**src/design/sbfs_pkg.sv**
```systemverilog
// Shared types, codes and fixed-point constants of the stereo bass floor saturator.
package sbfs_pkg;

    localparam int FRAC            = 27;
    localparam int DW              = 40;
    localparam int MAW             = 36;
    localparam int MBW             = 30;
    localparam int QW              = 35;
    localparam int RATE_W          = 11;
    localparam int STAGE_COUNT_DEF = 5;
    localparam int SAMPLE_BITS_DEF = 24;

    localparam logic signed [DW-1:0] ONE_Q         = 40'sd134217728;
    localparam logic signed [DW-1:0] THREE_ONE_Q   = 40'sd402653184;
    localparam logic signed [DW-1:0] S1_Q          = 40'sd210828714;
    localparam logic signed [DW-1:0] S3_Q          = 40'sd86699834;
    localparam logic signed [DW-1:0] S5_Q          = 40'sd10696163;
    localparam logic signed [DW-1:0] S7_Q          = 40'sd628374;
    localparam logic signed [DW-1:0] S9_Q          = 40'sd21534;
    localparam logic signed [DW-1:0] TWO_OVER_PI_Q = 40'sd85445659;
    localparam logic [29:0]          DIV3_K        = 30'd715827883;

    typedef enum logic [1:0] {
        REG_FLOOR,
        REG_DRIVE,
        REG_WET,
        REG_RATE
    } reg_idx_t;

    typedef enum logic [1:0] {
        SRC_LOW,
        SRC_AX,
        SRC_ARG
    } sin_src_t;

    typedef enum logic [4:0] {
        OP_NONE, OP_LOAD, OP_SET, OP_GAIN, OP_IIR, OP_CHIN, OP_OFF1, OP_OFF2,
        OP_COEF, OP_DIFF, OP_LMUL, OP_LADD, OP_ELEM, OP_SINP, OP_SINT2, OP_SINH,
        OP_SINF, OP_SUM, OP_GMUL, OP_CLIP, OP_A1, OP_A2, OP_A3, OP_A4,
        OP_BR, OP_XD, OP_XB, OP_WM, OP_DM, OP_MIX, OP_STORE, OP_OUT
    } op_t;

    typedef enum logic [5:0] {
        ST_IDLE, ST_SET, ST_GAIN, ST_DIVW, ST_IIR, ST_CHIN, ST_OFF1, ST_OFF2,
        ST_COEF, ST_DIFF, ST_LMUL, ST_LADD, ST_ELEM, ST_SINP, ST_SINT2, ST_SINH,
        ST_SINF, ST_SUM, ST_GMUL, ST_CLIP, ST_A1, ST_A2, ST_A3, ST_A4,
        ST_BR, ST_XD, ST_XB, ST_WM, ST_DM, ST_MIX, ST_STORE, ST_OUT
    } state_t;

    typedef struct packed {
        op_t        op;
        sin_src_t   src;
        logic [1:0] hk;
        logic       ch;
    } cmd_t;

    typedef struct packed {
        logic div_done;
    } stat_t;

    typedef struct packed {
        logic [15:0]       floor_amount;
        logic [15:0]       drive_amount;
        logic [15:0]       wet_mix;
        logic [RATE_W-1:0] rate_ratio;
    } cfg_t;

endpackage

```
**src/design/sbfs_ctrl.sv**
```systemverilog
// Controller: sequences the datapath through setup, the stage loop, drive and mix.
module sbfs_ctrl #(
    parameter  int STAGE_COUNT = sbfs_pkg::STAGE_COUNT_DEF,
    localparam int STAGE_W     = (STAGE_COUNT > 1) ? $clog2(STAGE_COUNT) : 1
) (
    input  logic               aclk,
    input  logic               aresetn,
    input  logic               s_valid,
    output logic               s_ready,
    output logic               m_valid,
    input  logic               m_ready,
    input  sbfs_pkg::stat_t    stat,
    output sbfs_pkg::cmd_t     cmd,
    output logic [STAGE_W-1:0] stage
);
    import sbfs_pkg::*;

    state_t             state_reg, state_next;
    state_t             ret_reg, ret_next;
    sin_src_t           src_reg, src_next;
    logic [1:0]         hk_reg, hk_next;
    logic               ch_reg, ch_next;
    logic [STAGE_W-1:0] stage_reg, stage_next;
    logic               m_valid_reg, m_valid_next;
    logic               out_free;

    assign out_free = !m_valid_reg || m_ready;

    always_ff @(posedge aclk) begin
        if (!aresetn) begin
            state_reg   <= ST_IDLE;
            ret_reg     <= ST_IDLE;
            src_reg     <= SRC_LOW;
            hk_reg      <= '0;
            ch_reg      <= 1'b0;
            stage_reg   <= '0;
            m_valid_reg <= 1'b0;
        end else begin
            state_reg   <= state_next;
            ret_reg     <= ret_next;
            src_reg     <= src_next;
            hk_reg      <= hk_next;
            ch_reg      <= ch_next;
            stage_reg   <= stage_next;
            m_valid_reg <= m_valid_next;
        end
    end

    always_comb begin
        state_next   = state_reg;
        ret_next     = ret_reg;
        src_next     = src_reg;
        hk_next      = hk_reg;
        ch_next      = ch_reg;
        stage_next   = stage_reg;
        m_valid_next = m_valid_reg && !m_ready;
        case (state_reg)
            ST_IDLE: begin
                if (s_valid) begin
                    state_next = ST_SET;
                    ch_next    = 1'b0;
                    stage_next = '0;
                end
            end
            ST_SET:  state_next = ST_GAIN;
            ST_GAIN: state_next = ST_DIVW;
            ST_DIVW: begin
                if (stat.div_done) begin
                    state_next = ST_IIR;
                end
            end
            ST_IIR:  state_next = ST_CHIN;
            ST_CHIN: state_next = ST_OFF1;
            ST_OFF1: state_next = ST_OFF2;
            ST_OFF2: state_next = ST_COEF;
            ST_COEF: state_next = ST_DIFF;
            ST_DIFF: state_next = ST_LMUL;
            ST_LMUL: state_next = ST_LADD;
            ST_LADD: state_next = ST_ELEM;
            ST_ELEM: begin
                state_next = ST_SINP;
                src_next   = SRC_LOW;
                ret_next   = ST_SUM;
            end
            ST_SINP: begin
                state_next = ST_SINT2;
                hk_next    = '0;
            end
            ST_SINT2: state_next = ST_SINH;
            ST_SINH: begin
                if (hk_reg == 2'd3) begin
                    state_next = ST_SINF;
                end
                hk_next = hk_reg + 2'd1;
            end
            ST_SINF: state_next = ret_reg;
            ST_SUM:  state_next = ST_GMUL;
            ST_GMUL: begin
                if (stage_reg == STAGE_W'(STAGE_COUNT - 1)) begin
                    state_next = ST_CLIP;
                end else begin
                    state_next = ST_OFF1;
                    stage_next = stage_reg + 1'b1;
                end
            end
            ST_CLIP: begin
                state_next = ST_SINP;
                src_next   = SRC_AX;
                ret_next   = ST_A1;
            end
            ST_A1: state_next = ST_A2;
            ST_A2: state_next = ST_A3;
            ST_A3: state_next = ST_A4;
            ST_A4: begin
                state_next = ST_SINP;
                src_next   = SRC_ARG;
                ret_next   = ST_BR;
            end
            ST_BR:  state_next = ST_XD;
            ST_XD:  state_next = ST_XB;
            ST_XB:  state_next = ST_WM;
            ST_WM:  state_next = ST_DM;
            ST_DM:  state_next = ST_MIX;
            ST_MIX: state_next = ST_STORE;
            ST_STORE: begin
                if (!ch_reg) begin
                    state_next = ST_CHIN;
                    ch_next    = 1'b1;
                    stage_next = '0;
                end else begin
                    state_next = ST_OUT;
                end
            end
            ST_OUT: begin
                if (out_free) begin
                    state_next   = ST_IDLE;
                    m_valid_next = 1'b1;
                end
            end
            default: state_next = ST_IDLE;
        endcase
    end

    always_comb begin
        cmd.src = src_reg;
        cmd.hk  = hk_reg;
        cmd.ch  = ch_reg;
        case (state_reg)
            ST_IDLE:  cmd.op = s_valid ? OP_LOAD : OP_NONE;
            ST_SET:   cmd.op = OP_SET;
            ST_GAIN:  cmd.op = OP_GAIN;
            ST_DIVW:  cmd.op = OP_NONE;
            ST_IIR:   cmd.op = OP_IIR;
            ST_CHIN:  cmd.op = OP_CHIN;
            ST_OFF1:  cmd.op = OP_OFF1;
            ST_OFF2:  cmd.op = OP_OFF2;
            ST_COEF:  cmd.op = OP_COEF;
            ST_DIFF:  cmd.op = OP_DIFF;
            ST_LMUL:  cmd.op = OP_LMUL;
            ST_LADD:  cmd.op = OP_LADD;
            ST_ELEM:  cmd.op = OP_ELEM;
            ST_SINP:  cmd.op = OP_SINP;
            ST_SINT2: cmd.op = OP_SINT2;
            ST_SINH:  cmd.op = OP_SINH;
            ST_SINF:  cmd.op = OP_SINF;
            ST_SUM:   cmd.op = OP_SUM;
            ST_GMUL:  cmd.op = OP_GMUL;
            ST_CLIP:  cmd.op = OP_CLIP;
            ST_A1:    cmd.op = OP_A1;
            ST_A2:    cmd.op = OP_A2;
            ST_A3:    cmd.op = OP_A3;
            ST_A4:    cmd.op = OP_A4;
            ST_BR:    cmd.op = OP_BR;
            ST_XD:    cmd.op = OP_XD;
            ST_XB:    cmd.op = OP_XB;
            ST_WM:    cmd.op = OP_WM;
            ST_DM:    cmd.op = OP_DM;
            ST_MIX:   cmd.op = OP_MIX;
            ST_STORE: cmd.op = OP_STORE;
            ST_OUT:   cmd.op = out_free ? OP_OUT : OP_NONE;
            default:  cmd.op = OP_NONE;
        endcase
    end

    assign s_ready = (state_reg == ST_IDLE);
    assign m_valid = m_valid_reg;
    assign stage   = stage_reg;

endmodule

```
**config.mk**
```make
export PLATFORM = sky130hd
export DESIGN_NAME = sbfs_ctrl
export DESIGN_NICKNAME = d
export VERILOG_FILES = /design/src/design/sbfs_pkg.sv /design/src/design/sbfs_ctrl.sv
export SDC_FILE = /design/constraint.sdc
export NUM_CORES = 1
export LEC_CHECK = 0
export ABC_CLOCK_PERIOD_IN_PS = 5350
export BUFFER_PORTS_ARGS = -buffer_cell sky130_fd_sc_hd__buf_2
export CORE_ASPECT_RATIO = 1.1
export CORE_MARGIN = 2
export CORE_UTILIZATION = 59
export CTS_CLUSTER_DIAMETER = 120
export DETAILED_ROUTE_END_ITERATION = 8
export GPL_ROUTABILITY_DRIVEN = 0
export GPL_TIMING_DRIVEN = 0
export PLACE_DENSITY = 0.94
export REMOVE_ABC_BUFFERS = 1
export SLEW_MARGIN = 20
export SYNTH_ARGS = -nofsm -noshare
export SYNTH_HDL_FRONTEND = slang
export SYNTH_SLANG_ARGS = --single-unit
```
**constraint.sdc**
```tcl
create_clock -name aclk -period 5.35 [get_ports aclk]
set_clock_uncertainty 0.2 [all_clocks]
set_input_delay 1.605 -clock aclk [delete_from_list [all_inputs] [get_ports aclk]]
set_output_delay 1.605 -clock aclk [all_outputs]
set_load 0.1 [all_outputs]
```
After elaboration in Yosys (flattened, before gate mapping)
Cells that the tools add are included.

word-level totals
  input bits = 5
  word-level logic and storage cells = 82
  output and inout port bits = 15
  register bits = 21

cells by class
  add/subtract/negate cells = 2
  reductions and logical operators = 13
  equal/unequal tests = 39
  multiplexer cells = 21

operators with widths
  operator                                                                number
  6-bit one-hot mux with 30 select lines                                  1
  5-bit one-hot mux with 31 select lines                                  1
  6-bit by 5-bit equality test with 1-bit output (second input constant)  16
  6-bit by 4-bit equality test with 1-bit output (second input constant)  8
  6-bit by 3-bit equality test with 1-bit output (second input constant)  4
  6-bit two-way mux                                                       4
  6-bit one-hot mux with 3 select lines                                   1
  5-bit two-way mux                                                       3
  6-bit by 2-bit equality test with 1-bit output (second input constant)  2
  2-bit inequality test (second input constant)                           6
  3-bit two-way mux                                                       3
  3-bit one-hot mux with 3 select lines                                   1
  4-bit AND reduction                                                     2
  6-bit by 1-bit equality test with 1-bit output (second input constant)  1
  6-bit zero test                                                         1
  2-bit one-hot mux with 3 select lines                                   1
  3-bit nonzero test                                                      2
  1-bit two-way mux                                                       4
  2-bit one-hot mux with 2 select lines                                   1
  2-bit nonzero test                                                      2
  3-bit by 1-bit adder with 3-bit output (second input constant)          1
  3-bit equality test (second input constant)                             1
  3-bit OR reduction                                                      1
  2-bit by 1-bit adder with 2-bit output (second input constant)          1
  6 further kinds                                                         7

Longest topological paths before layout
Gate-level depths: netlist of run 1.

  depth in word-level cells = 4
  mapped depth = 7
  depth with buffers taken out = 7

Worst setup path before layout of run 1
OpenSTA, ideal clock, no wires.

  path kind = input-to-output
  from = in m_ready
  to = out cmd[6] in the netlist's numbering
  arrival = 4.090 ns
  data required time = 3.545 ns
  buffers on the path = 0
  cell stages on the path = 4
  path slack = -0.545 ns
  path through = nor2b_1 inv_1 o21ai_0 a211oi_1

RTL lines
  element             RTL line         text
  start: declaration  sbfs_ctrl.sv:11  input logic m_ready,
  end: declaration    sbfs_ctrl.sv:13  output sbfs_pkg::cmd_t cmd,

==> flow_metrics.py, run 1 <==
metrics = {
    "cts": {
        "cts_root_buffer": "clkbuf_4",
        "cts_setup_buffers": 0,
        "clockBufferDepth": 2,
        "clk_latency_ns": 0.30,
        "cts-buffers-inserted": 3,
        "htree_levels": 1,
        "cts.clk_slew.worst_paths_ns": 0.09,
        "cts_hold_buffers": 0,
        "clkSinkCount": 16,
        "cts_tree": "done",
        "cts_resized": 0,
    },
    "power_and_ir_drop": {
        "vdd_drop_max_v": 0.000199,
        "powerDensity_nw_per_um2": 342,
        "p_leak_nw": 0.466,
    },
    "placed_design": {
        "hpwl_mm": 1.87,
        "place_ws_ns": 0.865,
        "dpl.cell_count": 179,
        "port_buffers": 19,
    },
    "grt": {
        "antenna_found_initial": 0,
        "grt_pass1_vias": 993,
        "grt_util_met2_pct": 38.7,
        "grt.total_usage_pct": 24.8,
        "overflow": 0,
        "top_usage_layer": "met2",
        "grt_pass1_wl_mm": 4.22,
        "grtUsageMet3_pct": 4.76,
        "grtUsageMet1_pct": 31.4,
        "grt_max_degree": 25,
    },
    "worst_setup_path": {
        "r2r-end": "stage[2]$_SDFFE_PN0P_",
        "crit_family": "buffers and inverters",
        "crit_top_cell": "buf_2",
        "crit_path_start_kind": "input pin",
        "critPathRequiredTime_ns": 3.55,
        "path_max_fanout": 4,
        "critPathSlowestCell": "buf_2",
        "reg2reg_slack_ns": 3.01,
        "critical_path.n_buffers_inverters": 2,
        "crit_path_max_incr_delay_ns": 0.45,
        "critical_path_class": "input pin to output port",
        "rr_worst_depth": 5,
        "crit_path_cell_trace": "buf_2 -> o21ai_0 -> mux2_2 -> o22ai_1 -> buf_2",
        "end_kind": "output port",
        "reg2reg_from": "state_reg[1]$_SDFFE_PN0P_",
        "critical_path_arrival_ns": 2.70,
    },
    "sta": {
        "slew_violations": 0,
        "fin_ws_ns": 0.847,
        "rsz0062_at_grt": "false",
        "fin_crit_sh_pct": 84.2,
        "hold_viol": 0,
        "worstMarginPinSlew_ns": 0.734,
        "fin_crit_ns": 4.50,
        "fmax_mhz": 222,
        "slew_headroom_pct": 51.0,
        "setup_violations": 0,
    },
    "detailed_routing": {
        "wl_mm": 2.66,
        "drtIter0Drc": 89,
        "drc": 0,
        "dr.pass1.iters": 4,
        "vias": 1186,
        "drtAntennaViolNets": 0,
        "via_per_inst": 6.48,
        "wl_per_cell_um": 14.5,
    },
    "finish": {
        "drive_above_1_share_pct": 17.0,
        "diodes": 0,
        "largest_reg_flops": 5,
        "area_delta_synth_final_pct": 7.40,
        "fillers": 156,
        "finalNetCount": 174,
        "stdcell_count": 183,
    },
    "synthesis": {
        "yosysWarnings": 0,
        "synth_edf_count": 0,
        "synth-seq-area-share_pct": 28.3,
        "synth_cell_types": 42,
        "synth_cells": 155,
        "synth_seq_cells": 16,
        "syn_area_per_cell_um2": 7.31,
        "synth_flop_cell": "dfxtp_1",
        "syn_area_um2": 1130,
        "async_flop_share_pct": 0,
    },
    "floorplanning": {
        "die_x_um": 45.8,
        "rows": 16,
        "initial_core_util_pct": 62.8,
        "fp.dieArea_um2": 2290,
        "die_y_um": 49.9,
        "pin_count": 20,
        "core_um2": 1800,
    },
    "worst_hold_path": {
        "min_to": "stage[1]$_SDFFE_PN0P_",
        "holdCritStartpoint": "stage[1]$_SDFFE_PN0P_",
        "hold_depth": 2,
        "hp-class": "register to register",
    },
    "flow_run": {
        "max-cap-violations": 0,
    },
    "outcome": {
        "status": "finished, final reports clean",
    },
}
cells in the final DEF, fill, tap and decap left out, drive strengths merged, types with 3 or more instances in the layout:
master  synthesis  routed
a21oi          14      14
nand2          14      14
o21a            3       3
ha              3       3
o21ai          17      17
nor2           17      17
nor2b           4       4
dfxtp          16      16
a31oi           3       3
buf             7      19
clkbuf          6       4
nand2b          3       3
a21boi          4       4
nand3           6       6
inv             8       8
worst max path at each step:
stage,startpoint,to,slack [ns],cells after the start
floorplan,m_ready,cmd[6],-0.56,4
global placement,s_valid,cmd[5],0.88,5
detailed placement,s_valid,cmd[5],0.86,5
CTS,s_valid,cmd[5],0.86,5
global route,m_ready,cmd[8],0.78,6
finish,s_valid,cmd[5],0.85,5
through the flow:
stage	util, %	TNS (ns)	power, mW	hold slack [ns]	area, um^2
after detailed placement	65.5	0	0.333	0.285	1180
after floorplan	-	-1.45	0.300	0.247	1060
after global placement	65.5	0	0.329	0.271	1180
after global routing	67.5	0	0.439	0.315	1220
final	67.5	0	0.415	0.297	1220
after CTS	67.5	0	0.415	0.303	1220
layout make-up:
type                       instances  area (um^2)  area share [%]
multi-input combinational        118          712            58.5
sequential                        16          320            26.3
timing repair buffer              19         95.1            7.82
clock buffer                       4         36.3            2.98
inverter                           8         30.0            2.47
tap                               18         22.5            1.85
logic make-up (layout without fill, tap and decap cells):
kind of cell,after synthesis,count (layout),synth area share (%)
AOI/OAI and AO/OA,57,57,32.3
and+or+nand+nor,55,55,24.5
buffers and inverters,21,31,8.84
DFF,16,16,28.3
adders and majority gates,3,3,3.32
muxes,3,3,2.76
report_power, final:
part	switching [mW]	leakage, nW	internal (mW)	total (mW)
registers	0.0269	0.130	0.126	0.153
logic	0.134	0.315	0.0454	0.179
clock network	0.0414	0.0210	0.0415	0.0829
cell usage after synthesis (2+ instances only):
master,n,area [um^2]
o21ai_0,17,85.1
dfxtp_1,16,320
nor2_1,16,60.1
a21oi_1,14,70.1
nand2_1,14,52.6
inv_1,8,30.0
clkbuf_1,6,22.5
nand3_1,6,30.0
a21boi_0,4,30.0
nor2b_1,4,25.0
a31oi_1,3,18.8
buf_4,3,22.5
ha_1,3,37.5
nand2b_1,3,18.8
o21a_1,3,22.5
buf_2,2,10.0
mux2i_1,2,20.0
nand3b_1,2,15.0
nor3_1,2,10.0
o22ai_1,2,12.5
o2bb2ai_1,2,17.5
o31ai_1,2,15.0
or3_1,2,12.5
tightest hold or removal path, delay by kind of cell (launching register included):
kind	cells	cell delay (ns)
flip-flops	1	0.34
AND/OR/NAND/NOR	1	0.06
multiplexers	1	0.05
per-layer routing:
metal / vias up / wire length (um)
met1: 539 / 1150
met4: 0 / 80
li1: 576 / -
met2: 62 / 1270
met3: 9 / 157
met5: - / 0
Power figures use the tool's default switching activity.
==> inputs of run 2 (changes only) <==
- ABC_CLOCK_PERIOD_IN_PS: 5350 -> 3800
- CORE_UTILIZATION: 59 -> 49
- PLACE_DENSITY: 0.94 -> 0.84
- clock period: 5.35 -> 3.8 ns (I/O delays scaled with it)
==> run 2 against run 1 <==
Compared with the run above:
- design area rose by 1.2%
- power increased by 41%
- critical path depth did not move
- clock-buffer cell count unchanged
- via count is 0.25% higher
- largest cell class unchanged
- cell count is 6.6% higher
- utilization down 12 points
- sequential power rose by 42%
- first-iteration DRC count is 38% lower
==> flow_metrics.py, run 2 (synthesis results as in run 1) <==
metrics = {
    "outcome": {
        "status": "finished, final reports clean",
    },
    "finish": {
        "layout_commonest_cell": "buf_2",
        "area_delta_synth_final_pct": 8.73,
        "stdcell_count": 195,
        "diodes": 0,
        "finalNetCount": 174,
        "fillers": 214,
        "largest_reg_flops": 5,
        "layout_common_cells": "buf_2 (19), o21ai_0 (17), nor2_1 (16), dfxtp_1 (16)",
        "drive_above_1_share_pct": 17.0,
        "postLayoutCoreUtil_pct": 55.8,
    },
    "worst_setup_path": {
        "rr_worst_depth": 5,
        "critical_path_class": "input pin to output port",
        "end_kind": "output port",
        "crit_path_start_kind": "input pin",
        "path_max_fanout": 4,
        "critical_path_arrival_ns": 2.23,
        "critPathRequiredTime_ns": 2.46,
    },
    "cts": {
        "clockBufferDepth": 2,
        "htree_levels": 1,
        "clk_latency_ns": 0.29,
        "cts.clk_slew.worst_paths_ns": 0.10,
        "cts_root_buffer": "clkbuf_4",
        "cts_setup_buffers": 0,
        "cts_tree": "done",
        "clkSinkCount": 16,
        "cts_hold_buffers": 0,
        "cts-buffers-inserted": 3,
        "cts_resized": 0,
    },
    "floorplanning": {
        "initial_core_util_pct": 51.3,
        "die_y_um": 54.4,
        "rows": 18,
        "fp.dieArea_um2": 2710,
        "die_x_um": 49.8,
        "pin_count": 20,
        "core_um2": 2210,
    },
    "placed_design": {
        "port_buffers": 19,
        "hpwl_mm": 1.92,
        "dpl.cell_count": 191,
    },
    "grt": {
        "grt_max_degree": 25,
        "grt_pass1_vias": 942,
        "antenna_found_initial": 0,
        "grt.total_usage_pct": 20.7,
        "overflow": 0,
        "grt_pass1_wl_mm": 4.33,
    },
    "worst_hold_path": {
        "hp-class": "register to register",
        "hold_depth": 2,
    },
    "detailed_routing": {
        "via_per_inst": 6.10,
        "wl_mm": 2.71,
        "wl_per_cell_um": 13.9,
        "drtAntennaViolNets": 0,
        "drtIter0Drc": 55,
        "dr.pass1.iters": 4,
        "vias": 1189,
        "drc": 0,
    },
    "sta": {
        "fmax_mhz": 280,
        "hold_viol": 0,
        "worstMarginPinSlew_ns": 0.743,
        "rsz0062_at_grt": "false",
        "fin_crit_sh_pct": 94.1,
        "slew_headroom_pct": 50.4,
        "setup_violations": 0,
        "slew_violations": 0,
        "fin_crit_ns": 3.57,
    },
    "power_and_ir_drop": {
        "p_leak_nw": 0.466,
        "powerDensity_nw_per_um2": 477,
        "vdd_drop_max_v": 0.000291,
    },
    "flow_run": {
        "max-cap-violations": 0,
    },
}
run 2: cell counts in the layout (fill, tap and decap cells not counted):
Identical to the previous run, type by type.
run 2: path summary, 6_finish.rpt:
kind / endpoint / start / slack [ns]
max: cmd[5] / s_valid / 0.23
min reg2reg: stage[1]$_SDFFE_PN0P_ / stage[1]$_SDFFE_PN0P_ / 0.30
max reg2reg: stage[2]$_SDFFE_PN0P_ / state_reg[1]$_SDFFE_PN0P_ / 1.45
min: stage[1]$_SDFFE_PN0P_ / stage[1]$_SDFFE_PN0P_ / 0.30
run 2: where the power goes:
group          switching, mW  internal [mW]  total [mW]
sequential            0.0390          0.178       0.217
combinational          0.192         0.0641       0.256
clock                 0.0562         0.0583       0.115
total                  0.287          0.300       0.587
run 2: routing by layer:
layer,global-route usage [%],part of all wire (%)
met1,27.5,43
met2,33.8,47
met3,3.55,6.3
met4,8.33,3.8
met5,0,0
run 2: critical path: stages:
cell and delay [ns]:
buf_2 0.11, o21ai_0 0.08, mux2_2 0.30, o22ai_1 0.15, buf_2 0.45
run 2: through the flow:
step | worst slack (ns) | total power [mW] | hold slack (ns) | TNS (ns) | instance area [um^2]
after floorplan | -1.18 | 0.422 | 0.247 | -4.12 | 1060
after global placement | 0.233 | 0.465 | 0.265 | 0 | 1190
after detailed placement | 0.232 | 0.473 | 0.277 | 0 | 1190
after CTS | 0.232 | 0.586 | 0.306 | 0 | 1230
after global routing | 0.129 | 0.615 | 0.341 | 0 | 1230
final | 0.225 | 0.587 | 0.300 | 0 | 1230
run 2: layout make-up:
| class | instances | area (um^2) | share of cell area [%] |
|---|---|---|---|
| Multi-Input combinational cell | 118 | 712 | 57.8 |
| Sequential cell | 16 | 320 | 26.0 |
| Timing Repair Buffer | 19 | 95.1 | 7.72 |
| Tap cell | 30 | 37.5 | 3.05 |
| Clock buffer | 4 | 36.3 | 2.95 |
| Inverter | 8 | 30.0 | 2.44 |
==> inputs of run 3 (changes only) <==
- PLACE_DENSITY: 0.84 -> 0.83
==> run 3 against run 2 <==
Compared with the run above:
- critical path depth unchanged
- register-to-register slack about the same
- maximum frequency increased by 0.32%
- combinational power about the same
- highest routed layer unchanged
==> flow_metrics.py, run 3 (synthesis results as in run 1) <==
metrics = {
    "worst_setup_path": {
        "crit_path_cell_trace": "buf_2 -> o21ai_0 -> mux2_2 -> o22ai_1 -> buf_2",
        "crit_path_start_kind": "input pin",
        "critical_path_class": "input pin to output port",
        "crit_top_cell": "buf_2",
        "path_max_fanout": 4,
        "critical_path_arrival_ns": 2.22,
        "reg2reg_slack_ns": 1.44,
        "crit_path_max_incr_delay_ns": 0.45,
        "end_kind": "output port",
        "critPathSlowestCell": "buf_2",
        "critPathRequiredTime_ns": 2.46,
    },
    "power_and_ir_drop": {
        "p_sw_mw": 0.283,
        "switching_share_pct": 48.5,
        "comb_power_share_pct": 43.6,
        "powerDensity_nw_per_um2": 473,
        "p_leak_nw": 0.466,
        "power.total_mw": 0.583,
        "vdd_drop_max_v": 0.000379,
        "cellInternalPower_mw": 0.300,
        "pwr-share-clk_pct": 19.3,
        "seqPwrFrac_pct": 37.1,
    },
    "outcome": {
        "status": "finished, final reports clean",
    },
    "flow_run": {
        "max-cap-violations": 0,
    },
    "finish": {
        "diodes": 0,
        "largest_reg_flops": 5,
        "postLayoutCoreUtil_pct": 55.8,
        "area_delta_synth_final_pct": 8.73,
        "finalNetCount": 174,
        "layout_common_cells": "buf_2 (19), o21ai_0 (17), nor2_1 (16), dfxtp_1 (16)",
        "fin_area_um2": 1230,
        "fillers": 232,
        "drive_above_1_share_pct": 17.0,
        "layout_commonest_cell": "buf_2",
    },
    "cts": {
        "cts_hold_buffers": 0,
        "cts_resized": 0,
        "clk_latency_ns": 0.29,
        "cts_tree": "done",
        "clockBufferDepth": 2,
        "htree_levels": 1,
        "cts_root_buffer": "clkbuf_4",
        "cts-buffers-inserted": 3,
        "cts.clk_slew.worst_paths_ns": 0.10,
        "clkSinkCount": 16,
        "cts_setup_buffers": 0,
    },
    "grt": {
        "grt_pass1_wl_mm": 4.15,
        "antenna_found_initial": 0,
        "overflow": 0,
        "grt_max_degree": 25,
        "grt_pass1_vias": 937,
        "grt.total_usage_pct": 20.0,
    },
    "sta": {
        "fin_crit_ns": 3.56,
        "setup_violations": 0,
        "slew_violations": 0,
        "worstMarginPinSlew_ns": 0.739,
        "fmax_mhz": 281,
        "hold_viol": 0,
        "hold_slack_ns": 0.291,
        "rsz0062_at_grt": "false",
        "fin_crit_sh_pct": 93.8,
        "slew_headroom_pct": 50.7,
    },
    "floorplanning": {
        "fp.dieArea_um2": 2710,
        "rows": 18,
        "die_y_um": 54.4,
        "die_x_um": 49.8,
        "initial_core_util_pct": 51.3,
        "pin_count": 20,
        "core_um2": 2210,
    },
    "detailed_routing": {
        "wl_mm": 2.61,
        "vias": 1181,
        "drc": 0,
        "via_per_inst": 6.06,
        "dr.pass1.iters": 5,
        "wl_per_cell_um": 13.4,
        "drtIter0Drc": 34,
        "drtAntennaViolNets": 0,
    },
    "placed_design": {
        "place_area_um2": 1190,
        "hpwl_mm": 1.89,
        "port_buffers": 19,
    },
    "worst_hold_path": {
        "hp-class": "register to register",
    },
}
==> run 3: cell counts in the layout (fill, tap and decap cells not counted) <==
Identical to the previous run, type by type.
==> run 3: worst paths after layout <==
kind         cells past startpoint                      start                 endpoint
max                              5                    s_valid                   cmd[5]
min                              1    ret_reg[4]$_SDFFE_PN0P_  ret_reg[4]$_SDFFE_PN0P_
max reg2reg                      5  state_reg[1]$_SDFFE_PN0P_    stage[2]$_SDFFE_PN0P_
min reg2reg                      1    ret_reg[4]$_SDFFE_PN0P_  ret_reg[4]$_SDFFE_PN0P_
==> run 3: worst max-delay path: cells and delay by family <==
kind	cells	cell delay [ns]
buffers and inverters	2	0.56
AO/OA/AOI/OAI	2	0.22
multiplexers	1	0.29
==> run 3: power by group through the flow <==
stage | clock network (mW) | registers (mW) | logic (mW)
6_report | 0.113 | 0.216 | 0.254
5_1_grt | 0.123 | 0.220 | 0.267
4_1_cts | 0.118 | 0.215 | 0.252
3_5_place_dp | 0 | 0.219 | 0.251
3_3_place_gp | 0 | 0.217 | 0.249
2_1_floorplan | 0 | 0.229 | 0.193
==> run 3: cell type report <==
type,instances,area [um^2],share of cell area [%]
tap,30,37.5,3.05
sequential,16,320,26.0
inverter,8,30.0,2.44
timing repair buffer,19,95.1,7.72
clock buffer,4,36.3,2.95
multi-input combinational,118,712,57.8
==> run 3: through the flow <==
step	TNS (ns)	cells	setup slack, ns
after floorplan	-4.12	142	-1.18
after global placement	0	191	0.247
after detailed placement	0	191	0.238
after CTS	0	195	0.234
after global routing	0	195	0.171
final	0	195	0.237
==> run 3: metal layers <==
layer / up-vias / global-route usage [%] / share of wire (%)
li1: 573 / - / -
met1: 555 / 24.5 / 46
met2: 47 / 34.7 / 46
met3: 6 / 4.37 / 6.6
met4: 0 / 7.41 / 1.5
met5: - / 0 / 0
